`src/design/ffba_pkg.sv`:
```
// Types and constants of the first-fit bank allocator.
`timescale 1ns / 1ps
`default_nettype none
package ffba_pkg;

  localparam logic [4:0] SHIFT_MIN      = 5'd4;
  localparam logic [4:0] SHIFT_MAX      = 5'd20;
  localparam logic [4:0] RESET_SHIFT    = 5'd12;
  localparam logic [7:0] RESET_HEADER   = 8'd32;
  localparam logic [6:0] RESET_RESERVED = 7'd1;
  localparam logic [6:0] RESET_TOTAL    = 7'd64;

  typedef enum logic [1:0] {
    CFG_BANK_SHIFT     = 2'd0,
    CFG_HEADER_BYTES   = 2'd1,
    CFG_RESERVED_BANKS = 2'd2,
    CFG_TOTAL_BANKS    = 2'd3
  } cfg_idx_e;

  typedef enum logic {
    REQ_ALLOC = 1'b0,
    REQ_FREE  = 1'b1
  } req_type_e;

  typedef enum logic [1:0] {
    STATUS_OK      = 2'd0,
    STATUS_NO_ROOM = 2'd1,
    STATUS_UNKNOWN = 2'd2
  } status_e;

  typedef enum logic [1:0] {
    S_IDLE  = 2'd0,
    S_WALK  = 2'd1,
    S_SPLIT = 2'd2,
    S_DONE  = 2'd3
  } state_e;

  typedef enum logic [2:0] {
    WR_NONE   = 3'd0,
    WR_HIT    = 3'd1,
    WR_SPLIT  = 3'd2,
    WR_FREE   = 3'd3,
    WR_APPEND = 3'd4
  } wr_op_e;

  typedef struct packed {
    logic   load;
    logic   step;
    wr_op_e wr_op;
    logic   fail;
  } ffba_cmd_t;

  typedef struct packed {
    logic in_range;
    logic is_free_req;
    logic alloc_fit;
    logic free_match;
    logic need_split;
    logic tail_fit;
  } ffba_sts_t;

endpackage
`default_nettype wire

```
`src/design/ffba_ram.sv`:
```
// Generic single-write, single-read RAM with registered read data.
`timescale 1ns / 1ps
`default_nettype none
module ffba_ram #(
  parameter int unsigned WIDTH = 8,
  parameter int unsigned DEPTH = 64
) (
  input  wire logic                     clk_i,
  input  wire logic                     we_i,
  input  wire logic [$clog2(DEPTH)-1:0] waddr_i,
  input  wire logic [WIDTH-1:0]         wdata_i,
  input  wire logic [$clog2(DEPTH)-1:0] raddr_i,
  output logic      [WIDTH-1:0]         rdata_o
);

  logic [WIDTH-1:0] mem_q [DEPTH];
  logic [WIDTH-1:0] rdata_q;

  always_ff @(posedge clk_i) begin
    if (we_i) begin
      mem_q[waddr_i] <= wdata_i;
    end
    rdata_q <= mem_q[raddr_i];
  end

  assign rdata_o = rdata_q;

endmodule
`default_nettype wire

```
`src/design/ffba_ctrl.sv`:
```
// Sequencer of the bank allocator: request accept, block walk, split and result.
`timescale 1ns / 1ps
`default_nettype none
module ffba_ctrl (
  input  wire logic                clk_i,
  input  wire logic                rst_ni,
  input  wire logic                start_i,
  input  wire ffba_pkg::ffba_sts_t sts_i,
  output ffba_pkg::ffba_cmd_t      cmd_o,
  output logic                     busy_o,
  output logic                     done_o
);
  import ffba_pkg::*;

  state_e state_q, state_d;

  always_ff @(posedge clk_i or negedge rst_ni) begin
    if (!rst_ni) begin
      state_q <= S_IDLE;
    end else begin
      state_q <= state_d;
    end
  end

  always_comb begin
    state_d = state_q;
    unique case (state_q)
      S_IDLE, S_DONE: begin
        state_d = start_i ? S_WALK : S_IDLE;
      end
      S_WALK: begin
        if (sts_i.in_range && !sts_i.is_free_req && sts_i.alloc_fit) begin
          state_d = sts_i.need_split ? S_SPLIT : S_DONE;
        end else if (sts_i.in_range && sts_i.is_free_req && sts_i.free_match) begin
          state_d = S_DONE;
        end else if (!sts_i.in_range) begin
          state_d = S_DONE;
        end
      end
      S_SPLIT: begin
        state_d = S_DONE;
      end
      default: begin
        state_d = S_IDLE;
      end
    endcase
  end

  always_comb begin
    cmd_o  = '{load: 1'b0, step: 1'b0, wr_op: WR_NONE, fail: 1'b0};
    busy_o = 1'b0;
    done_o = 1'b0;
    unique case (state_q)
      S_IDLE: begin
        cmd_o.load = start_i;
      end
      S_DONE: begin
        done_o     = 1'b1;
        cmd_o.load = start_i;
      end
      S_WALK: begin
        busy_o = 1'b1;
        if (sts_i.in_range && !sts_i.is_free_req && sts_i.alloc_fit) begin
          cmd_o.wr_op = WR_HIT;
        end else if (sts_i.in_range && sts_i.is_free_req && sts_i.free_match) begin
          cmd_o.wr_op = WR_FREE;
        end else if (sts_i.in_range) begin
          cmd_o.step = 1'b1;
        end else if (!sts_i.is_free_req && sts_i.tail_fit) begin
          cmd_o.wr_op = WR_APPEND;
        end else begin
          cmd_o.fail = 1'b1;
        end
      end
      S_SPLIT: begin
        busy_o      = 1'b1;
        cmd_o.wr_op = WR_SPLIT;
      end
      default: begin
        busy_o = 1'b0;
      end
    endcase
  end

endmodule
`default_nettype wire

```
`src/design/ffba_datapath.sv`:
```
// Datapath of the bank allocator: registers, block table, sizing and results.
`timescale 1ns / 1ps
`default_nettype none
module ffba_datapath #(
  parameter int unsigned NUM_BANKS = 64
) (
  input  wire logic                clk_i,
  input  wire logic                rst_ni,
  input  wire logic                cfg_we_i,
  input  wire logic [1:0]          cfg_addr_i,
  input  wire logic [7:0]          cfg_wdata_i,
  input  wire logic                req_type_i,
  input  wire logic [25:0]         request_bytes_i,
  input  wire logic [25:0]         free_offset_i,
  input  wire ffba_pkg::ffba_cmd_t cmd_i,
  output ffba_pkg::ffba_sts_t      sts_o,
  output logic [1:0]               status_o,
  output logic [5:0]               start_bank_o,
  output logic [25:0]              payload_offset_o,
  output logic [63:0]              new_active_mask_o
);
  import ffba_pkg::*;

  localparam int unsigned CNT_W  = $clog2(NUM_BANKS + 1);
  localparam int unsigned IDX_W  = $clog2(NUM_BANKS);
  localparam int unsigned NEED_W = CNT_W + 1;
  localparam int unsigned ENT_W  = CNT_W + 1;
  localparam logic [CNT_W-1:0]     BANKS_C  = CNT_W'(NUM_BANKS);
  localparam logic [NEED_W-1:0]    NEED_SAT = NEED_W'(NUM_BANKS + 1);
  localparam logic [NUM_BANKS-1:0] ONES     = {NUM_BANKS{1'b1}};

  function automatic logic [CNT_W-1:0] clamp_total(input logic [6:0] t);
    if (t == 7'd0) begin
      return CNT_W'(1);
    end else if (t > 7'(NUM_BANKS)) begin
      return BANKS_C;
    end
    return CNT_W'(t);
  endfunction

  function automatic logic [CNT_W-1:0] clamp_resv(input logic [6:0] r,
                                                  input logic [CNT_W-1:0] t);
    if (r > 7'(t)) begin
      return t;
    end
    return CNT_W'(r);
  endfunction

  // configuration
  logic [4:0] shift_q;
  logic [7:0] hdr_q;
  logic [6:0] resv_q, total_q;
  logic [4:0] eff_shift;
  logic [CNT_W-1:0] total_eff, resv_eff, clear_tail;
  logic [6:0] new_resv, new_total;
  logic clear_blocks;

  // walk state
  logic req_q;
  logic [NEED_W-1:0] need_q, need_in;
  logic [CNT_W-1:0]  target_q, target_in;
  logic [CNT_W-1:0]  b_q, b_d, tail_q, len_q;
  logic [NUM_BANKS-1:0] active_q, valid_q;
  logic rd_valid_q;

  // table access
  logic [ENT_W-1:0] rdata, wdata;
  logic [IDX_W-1:0] waddr;
  logic             we;
  logic [CNT_W-1:0] len_eff, n, base, split_at;
  logic             free_eff;

  // sizing
  logic [26:0] bytes;
  logic [27:0] rounded, quot;
  logic [25:0] off_diff, tq;
  logic [25:0] pay;
  logic [CNT_W:0] range_end;
  logic [NUM_BANKS-1:0] range_mask;

  // results
  status_e     res_status_q;
  logic [IDX_W-1:0] res_start_q;
  logic [25:0] res_pay_q;
  logic [NUM_BANKS-1:0] res_mask_q;

  always_comb begin
    if (shift_q < SHIFT_MIN) begin
      eff_shift = SHIFT_MIN;
    end else if (shift_q > SHIFT_MAX) begin
      eff_shift = SHIFT_MAX;
    end else begin
      eff_shift = shift_q;
    end
    total_eff    = clamp_total(total_q);
    resv_eff     = clamp_resv(resv_q, total_eff);
    clear_blocks = cfg_we_i && (cfg_addr_i == CFG_RESERVED_BANKS ||
                                cfg_addr_i == CFG_TOTAL_BANKS);
    new_resv  = (cfg_we_i && cfg_addr_i == CFG_RESERVED_BANKS) ? cfg_wdata_i[6:0] : resv_q;
    new_total = (cfg_we_i && cfg_addr_i == CFG_TOTAL_BANKS) ? cfg_wdata_i[6:0] : total_q;
    clear_tail = clamp_resv(new_resv, clamp_total(new_total));
  end

  always_ff @(posedge clk_i or negedge rst_ni) begin
    if (!rst_ni) begin
      shift_q <= RESET_SHIFT;
      hdr_q   <= RESET_HEADER;
      resv_q  <= RESET_RESERVED;
      total_q <= RESET_TOTAL;
    end else if (cfg_we_i) begin
      unique case (cfg_addr_i)
        CFG_BANK_SHIFT:     shift_q <= cfg_wdata_i[4:0];
        CFG_HEADER_BYTES:   hdr_q   <= cfg_wdata_i;
        CFG_RESERVED_BANKS: resv_q  <= cfg_wdata_i[6:0];
        CFG_TOTAL_BANKS:    total_q <= cfg_wdata_i[6:0];
        default:            shift_q <= shift_q;
      endcase
    end
  end

  // bank count and free target of the incoming item
  always_comb begin
    bytes   = 27'(request_bytes_i) + 27'(hdr_q);
    rounded = 28'(bytes) + ((28'd1 << eff_shift) - 28'd1);
    quot    = rounded >> eff_shift;
    if (quot == 28'd0) begin
      need_in = NEED_W'(1);
    end else if (quot > 28'(NUM_BANKS)) begin
      need_in = NEED_SAT;
    end else begin
      need_in = NEED_W'(quot);
    end
    off_diff = free_offset_i - 26'(hdr_q);
    tq       = off_diff >> eff_shift;
    if (free_offset_i < 26'(hdr_q) || tq >= 26'(NUM_BANKS)) begin
      target_in = BANKS_C;
    end else begin
      target_in = CNT_W'(tq);
    end
  end

  ffba_ram #(
    .WIDTH (ENT_W),
    .DEPTH (NUM_BANKS)
  ) u_table (
    .clk_i   (clk_i),
    .we_i    (we),
    .waddr_i (waddr),
    .wdata_i (wdata),
    .raddr_i (b_d[IDX_W-1:0]),
    .rdata_o (rdata)
  );

  always_comb begin
    len_eff  = rd_valid_q ? rdata[CNT_W-1:0] : '0;
    free_eff = rd_valid_q && rdata[CNT_W];
    n        = need_q[CNT_W-1:0];
    split_at = CNT_W'(b_q + n);
    base     = (cmd_i.wr_op == WR_APPEND) ? tail_q : b_q;

    if (cmd_i.load) begin
      b_d = resv_eff;
    end else if (cmd_i.step) begin
      b_d = CNT_W'(b_q + len_eff);
    end else begin
      b_d = b_q;
    end

    we    = 1'b1;
    waddr = b_q[IDX_W-1:0];
    wdata = {1'b0, n};
    unique case (cmd_i.wr_op)
      WR_HIT:    wdata = {1'b0, n};
      WR_SPLIT: begin
        waddr = split_at[IDX_W-1:0];
        wdata = {1'b1, CNT_W'(len_q - n)};
      end
      WR_FREE:   wdata = {1'b1, len_eff};
      WR_APPEND: waddr = tail_q[IDX_W-1:0];
      default:   we = 1'b0;
    endcase

    pay       = 26'(26'(base) << eff_shift) + 26'(hdr_q);
    range_end = (CNT_W + 1)'(base) + (CNT_W + 1)'(n);
    range_mask = (ONES << base) &
                 ((range_end >= (CNT_W + 1)'(NUM_BANKS)) ? ONES : ~(ONES << range_end));

    sts_o.in_range    = (b_q < tail_q) && (len_eff != '0);
    sts_o.is_free_req = (req_q == REQ_FREE);
    sts_o.alloc_fit   = free_eff && (NEED_W'(len_eff) >= need_q);
    sts_o.free_match  = (b_q == target_q);
    sts_o.need_split  = NEED_W'(len_eff) > need_q;
    sts_o.tail_fit    = (tail_q < total_eff) && (need_q <= NEED_W'(total_eff - tail_q));
  end

  always_ff @(posedge clk_i or negedge rst_ni) begin
    if (!rst_ni) begin
      b_q        <= '0;
      tail_q     <= CNT_W'(RESET_RESERVED);
      active_q   <= '0;
      valid_q    <= '0;
      rd_valid_q <= 1'b0;
    end else begin
      b_q        <= b_d;
      rd_valid_q <= (b_d < BANKS_C) && valid_q[b_d[IDX_W-1:0]];
      if (clear_blocks) begin
        valid_q <= '0;
        tail_q  <= clear_tail;
      end else begin
        if (we) begin
          valid_q[waddr] <= 1'b1;
        end
        if (cmd_i.wr_op == WR_APPEND) begin
          tail_q <= CNT_W'(tail_q + n);
        end
      end
      if (cmd_i.wr_op == WR_HIT || cmd_i.wr_op == WR_APPEND) begin
        active_q <= active_q | range_mask;
      end
    end
  end

  always_ff @(posedge clk_i) begin
    if (cmd_i.load) begin
      req_q    <= req_type_i;
      need_q   <= need_in;
      target_q <= target_in;
    end
    if (cmd_i.wr_op == WR_HIT) begin
      len_q <= len_eff;
    end
    if (cmd_i.wr_op == WR_HIT || cmd_i.wr_op == WR_APPEND) begin
      res_status_q <= STATUS_OK;
      res_start_q  <= base[IDX_W-1:0];
      res_pay_q    <= pay;
      res_mask_q   <= range_mask & ~active_q;
    end else if (cmd_i.wr_op == WR_FREE) begin
      res_status_q <= STATUS_OK;
      res_start_q  <= base[IDX_W-1:0];
      res_pay_q    <= pay;
      res_mask_q   <= '0;
    end else if (cmd_i.fail) begin
      res_status_q <= (req_q == REQ_FREE) ? STATUS_UNKNOWN : STATUS_NO_ROOM;
      res_start_q  <= '0;
      res_pay_q    <= '0;
      res_mask_q   <= '0;
    end
  end

  assign status_o          = res_status_q;
  assign start_bank_o      = 6'(res_start_q);
  assign payload_offset_o  = res_pay_q;
  assign new_active_mask_o = 64'(res_mask_q);

endmodule
`default_nettype wire

```
`src/design/first_fit_bank_allocator.sv`:
```
// Top level of the first-fit bank allocator.
// Usage:
//   Pulse start_i with req_type_i, request_bytes_i and free_offset_i; the item is
//   taken at a clock edge where start_i is high and busy_o is low.
//   One result per item: done_o is high for exactly one cycle and status_o,
//   start_bank_o, payload_offset_o and new_active_mask_o hold the result in it.
//   The receiver cannot stall; the result must be taken in that cycle.
//   Sequence: the accepted item passes through the WALK state, which steps past
//   one block per cycle through the block table RAM (registered read), then
//   SPLIT when a reused block is split, and ends in DONE, where done_o is high.
//   A new item may be accepted in the cycle that done_o is high, but none is
//   taken while busy_o is high.
//   Configuration: cfg_we_i writes cfg_wdata_i to register cfg_addr_i; the user
//   must write only while idle, as the block itself does not enforce it.
//   Writing reserved_banks or total_banks empties the block list at once.
//   Reset clears the block list, bank activations and the sequencer; the
//   registers take their default values. No clearing pass is needed.
`timescale 1ns / 1ps
`default_nettype none
module first_fit_bank_allocator #(
  parameter int unsigned NUM_BANKS = 64
) (
  input  wire logic        clk_i,
  input  wire logic        rst_ni,
  input  wire logic        cfg_we_i,
  input  wire logic [1:0]  cfg_addr_i,
  input  wire logic [7:0]  cfg_wdata_i,
  input  wire logic        start_i,
  output logic             busy_o,
  input  wire logic        req_type_i,
  input  wire logic [25:0] request_bytes_i,
  input  wire logic [25:0] free_offset_i,
  output logic             done_o,
  output logic [1:0]       status_o,
  output logic [5:0]       start_bank_o,
  output logic [25:0]      payload_offset_o,
  output logic [63:0]      new_active_mask_o
);
  import ffba_pkg::*;

  ffba_cmd_t cmd;
  ffba_sts_t sts;

  ffba_ctrl u_ctrl (
    .clk_i   (clk_i),
    .rst_ni  (rst_ni),
    .start_i (start_i),
    .sts_i   (sts),
    .cmd_o   (cmd),
    .busy_o  (busy_o),
    .done_o  (done_o)
  );

  ffba_datapath #(
    .NUM_BANKS (NUM_BANKS)
  ) u_datapath (
    .clk_i             (clk_i),
    .rst_ni            (rst_ni),
    .cfg_we_i          (cfg_we_i),
    .cfg_addr_i        (cfg_addr_i),
    .cfg_wdata_i       (cfg_wdata_i),
    .req_type_i        (req_type_i),
    .request_bytes_i   (request_bytes_i),
    .free_offset_i     (free_offset_i),
    .cmd_i             (cmd),
    .sts_o             (sts),
    .status_o          (status_o),
    .start_bank_o      (start_bank_o),
    .payload_offset_o  (payload_offset_o),
    .new_active_mask_o (new_active_mask_o)
  );

endmodule
`default_nettype wire

```
`config.mk`:
```
export PLATFORM = sky130hd
export DESIGN_NAME = first_fit_bank_allocator
export DESIGN_NICKNAME = d
export VERILOG_FILES = /design/src/design/ffba_pkg.sv /design/src/design/ffba_ram.sv /design/src/design/ffba_ctrl.sv /design/src/design/ffba_datapath.sv /design/src/design/first_fit_bank_allocator.sv
export SDC_FILE = /design/constraint.sdc
export NUM_CORES = 2
export LEC_CHECK = 0
export BUFFER_PORTS_ARGS = -buffer_cell sky130_fd_sc_hd__buf_2
export CORE_MARGIN = 3
export CORE_UTILIZATION = 42
export CTS_BUF_LIST = sky130_fd_sc_hd__clkbuf_4
export CTS_CLUSTER_SIZE = 10
export DETAILED_ROUTE_END_ITERATION = 7
export SYNTH_ARGS = -nofsm -noshare
export SYNTH_HDL_FRONTEND = slang
export SYNTH_SLANG_ARGS = --single-unit
```
`constraint.sdc`:
```
create_clock -name clk_i -period 8.4 [get_ports clk_i]
set_clock_uncertainty 0.05 [all_clocks]
set_input_delay 0 -clock clk_i [delete_from_list [all_inputs] [get_ports clk_i]]
set_output_delay 0 -clock clk_i [all_outputs]
set_load 0.005 [all_outputs]
```
==> results.sh <==
export IMPL_worstPathRequired_ns=9.30
export IMPL_die_area_um2=107000
export IMPL_crit_path_end_kind="register"
export IMPL_crit_path_frequent_cell="nor2_1"
export IMPL_syn_area_per_cell_um2=10.5
export IMPL_max_freq_mhz=130
export IMPL_power_density_nw_per_um2=394
export IMPL_syn_area_um2=43400
export IMPL_drv_slew=0
export IMPL_h_tree_depth=4
export IMPL_first_global_vias=33579
export IMPL_hold_violations=0
export IMPL_yosysWarnings=0
export IMPL_leakage_nw=19.9
export IMPL_postRouteAntennaNets=0
export IMPL_grt_pass1_wl_um=206000
export IMPL_fin_setup_tns_ns=0
export IMPL_cts_root_buffer="clkbuf_4"
export IMPL_clk_latency_ns=1.12
export IMPL_min_period_over_period=0.914
export IMPL_synth_area_top_cells="edfxtp_1, dfrtp_1, nand2_1, ha_1, nor2_1"
export IMPL_wl_um=135000
export IMPL_cts_tree="built"
export IMPL_drtIter0Drc=3295
export IMPL_relSlewSlack=0.232
export IMPL_dr_pass1_iters=8
export IMPL_placed_area_um2=46100
export IMPL_synth_largest_area_cell="edfxtp_1"
export IMPL_start_util=0.425
export IMPL_status="finished clean"
export IMPL_rsz0062_at_grt="no"
export IMPL_synth_top_flop_cell="edfxtp_1"
export IMPL_antenna_found_initial=2
export IMPL_hold_class="primary input to register"
export IMPL_synth_top_area_share=0.437
export IMPL_total_power_mw=19.5
export IMPL_gp_congestion=0.942
export IMPL_drive_gt1_frac=0.154
export IMPL_grt_overflow=0
export IMPL_dp_cells=5579
export IMPL_synth_edf_count=631
export IMPL_yosysMostFrequentCell="nand2_1"
export IMPL_final_core_util=0.485
export IMPL_final_setup_viol_count=0
export IMPL_yosysSeqAreaShare=0.541
export IMPL_die_height_um=327
export IMPL_tightest_slew_ns=1.14
export IMPL_peakVddDrop_v=0.000325
export IMPL_critPathKind="register to register"
export IMPL_grt_start_max_net_pins=135
export IMPL_cts_sinks=813
export IMPL_hold_depth=6
export IMPL_synth_cells=4149
export IMPL_ys_types=108
export IMPL_fin_crit_ns=7.67
export IMPL_synthArstFlopShare=0.212
export IMPL_clk_pin_slew_ns=0.07
export IMPL_final_area_um2=49600
export IMPL_portBuffers=166
export IMPL_fillCellCount=9666
export IMPL_numCtsBuffers=201
export IMPL_crit_slowest_cell="or3_1"
export IMPL_viasPerCell=5.77
export IMPL_drv_cap=0
export IMPL_r2r_cells=34
export IMPL_critPathLaunchType="register"
export IMPL_synth_ff_latch_count=813
export IMPL_row_count=117
export IMPL_clock_path_buffers=3
export IMPL_synthTopCellsByCount="nand2_1, edfxtp_1, nor2_1"
export IMPL_post_drt_wl_per_cell_um=22.4
export IMPL_drc=0
export IMPL_critPathMaxStageDelay_ns=0.61
export IMPL_grt_util_all_layers=0.248
export IMPL_syn_to_final_growth_pct=14.2
export IMPL_dpl_hpwl_um=88600
export IMPL_num_io_pins=167
export IMPL_core_area_um2=102000
export IMPL_die_x_um=327
export IMPL_arrival_ns=8.57
export IMPL_final_cell_count_no_fill=6025
export IMPL_nets=4725
export IMPL_vias=34750
export IMPL_worst_path_max_fanout=14
[cells by family (layout without fill, tap and decap cells)]
logic type	count (synthesis)	after routing	synth area share
simple gates	1651	1651	0.174
xor+xnor	77	77	0.0155
compound gates	940	940	0.158
other cells	2	25	0.000173
mux	93	93	0.0224
fa+ha+maj	179	179	0.0544
buf+inv	394	879	0.0354
flops	813	813	0.541
[final timing paths]
check | start | endpoint | slack, ns
min in group asynchronous | rst_ni | u_datapath.hdr_q[0] | 0.58
max in group asynchronous | rst_ni | u_datapath.valid_q[27] | 6.80
worst min-delay path | free_offset_i[16] | u_datapath.target_q[1] | 0.16
worst max-delay path | u_datapath.total_q[6] | u_datapath.new_active_mask_o[42] | 0.73
worst max register to register | u_datapath.total_q[6] | u_datapath.new_active_mask_o[42] | 0.73
worst min register to register | u_datapath.active_q[31] | u_datapath.active_q[31] | 0.41
[metal layers]
metal	routed length [um]	track usage	vias up	share of wire
met5	0	0	-	0
met4	3660	0.0827	0	0.027
met3	9740	0.0487	230	0.072
met2	61200	0.383	1385	0.45
met1	60500	0.349	17025	0.45
li1	-	-	16110	-
[layout make-up]
type / instances / area, um2 / area share
diodes: 9 / 22.5 / 0.000454
repair buffers: 332 / 2310 / 0.0466
well taps: 1368 / 1710 / 0.0345
clock inverters: 47 / 350 / 0.00707
clock buffers: 325 / 2440 / 0.0492
inverters: 175 / 673 / 0.0136
multi-input cells: 2956 / 18600 / 0.375
flip-flops and latches: 813 / 23500 / 0.473
[flip-flops by register name, indices dropped and copies added, names as in the netlist, 8 cells and up]
name	count
u_datapath.hdr_q	8
u_datapath.u_table.mem_q	512
u_datapath.new_active_mask_o	64
u_datapath.payload_offset_o	26
u_datapath.valid_q	64
u_datapath.active_q	64
u_datapath.u_table.rdata_o	8
u_datapath.need_q	8
[cells in the final DEF, fill, tap and decap left out, types with 68 or more instances in the layout]
master,count
nand2_1,759
and3_1,103
buf_2,165
nor2_1,330
mux2i_1,68
ha_1,163
inv_1,165
nand2b_1,81
o21ai_0,103
o21a_1,82
dfrtp_1,166
buf_4,99
nand3_1,125
edfxtp_1,631
clkbuf_4,325
a21oi_1,153
[per-stage QoR]
stage / setup slack (ns) / hold WS, ns
after global placement: 0.864 / 0.0405
after floorplan: 1.68 / -0.346
after global routing: 0.0459 / 0.0695
after detailed placement: 0.676 / 0.0381
after CTS: 0.607 / 0.0199
final: 0.726 / 0.156
[repair_timing]
action	in CTS	in global routing
endpoints found under the setup margin	0	15
setup buffers	0	0
hold buffers	65	0
gates resized for setup	0	2
endpoints found under the hold margin	295	0
[power by group]
group | switching, mW | total (mW) | internal, mW | leakage, nW
Sequential | 0.368 | 5.90 | 5.54 | 8.13
Combinational | 7.02 | 10.1 | 3.08 | 10.1
Clock | 1.64 | 3.55 | 1.91 | 1.67
[critical path, delay by kind of cell, from the launching register on]
kind,cells,cell delay (ns)
adder cells (fa/ha/maj),3,0.92
XOR/XNOR,1,0.15
flip-flops,1,0.57
AO/OA/AOI/OAI,10,1.74
buffers and inverters,5,0.72
AND/OR/NAND/NOR,15,3.34
Power figures use the tool's default switching activity.
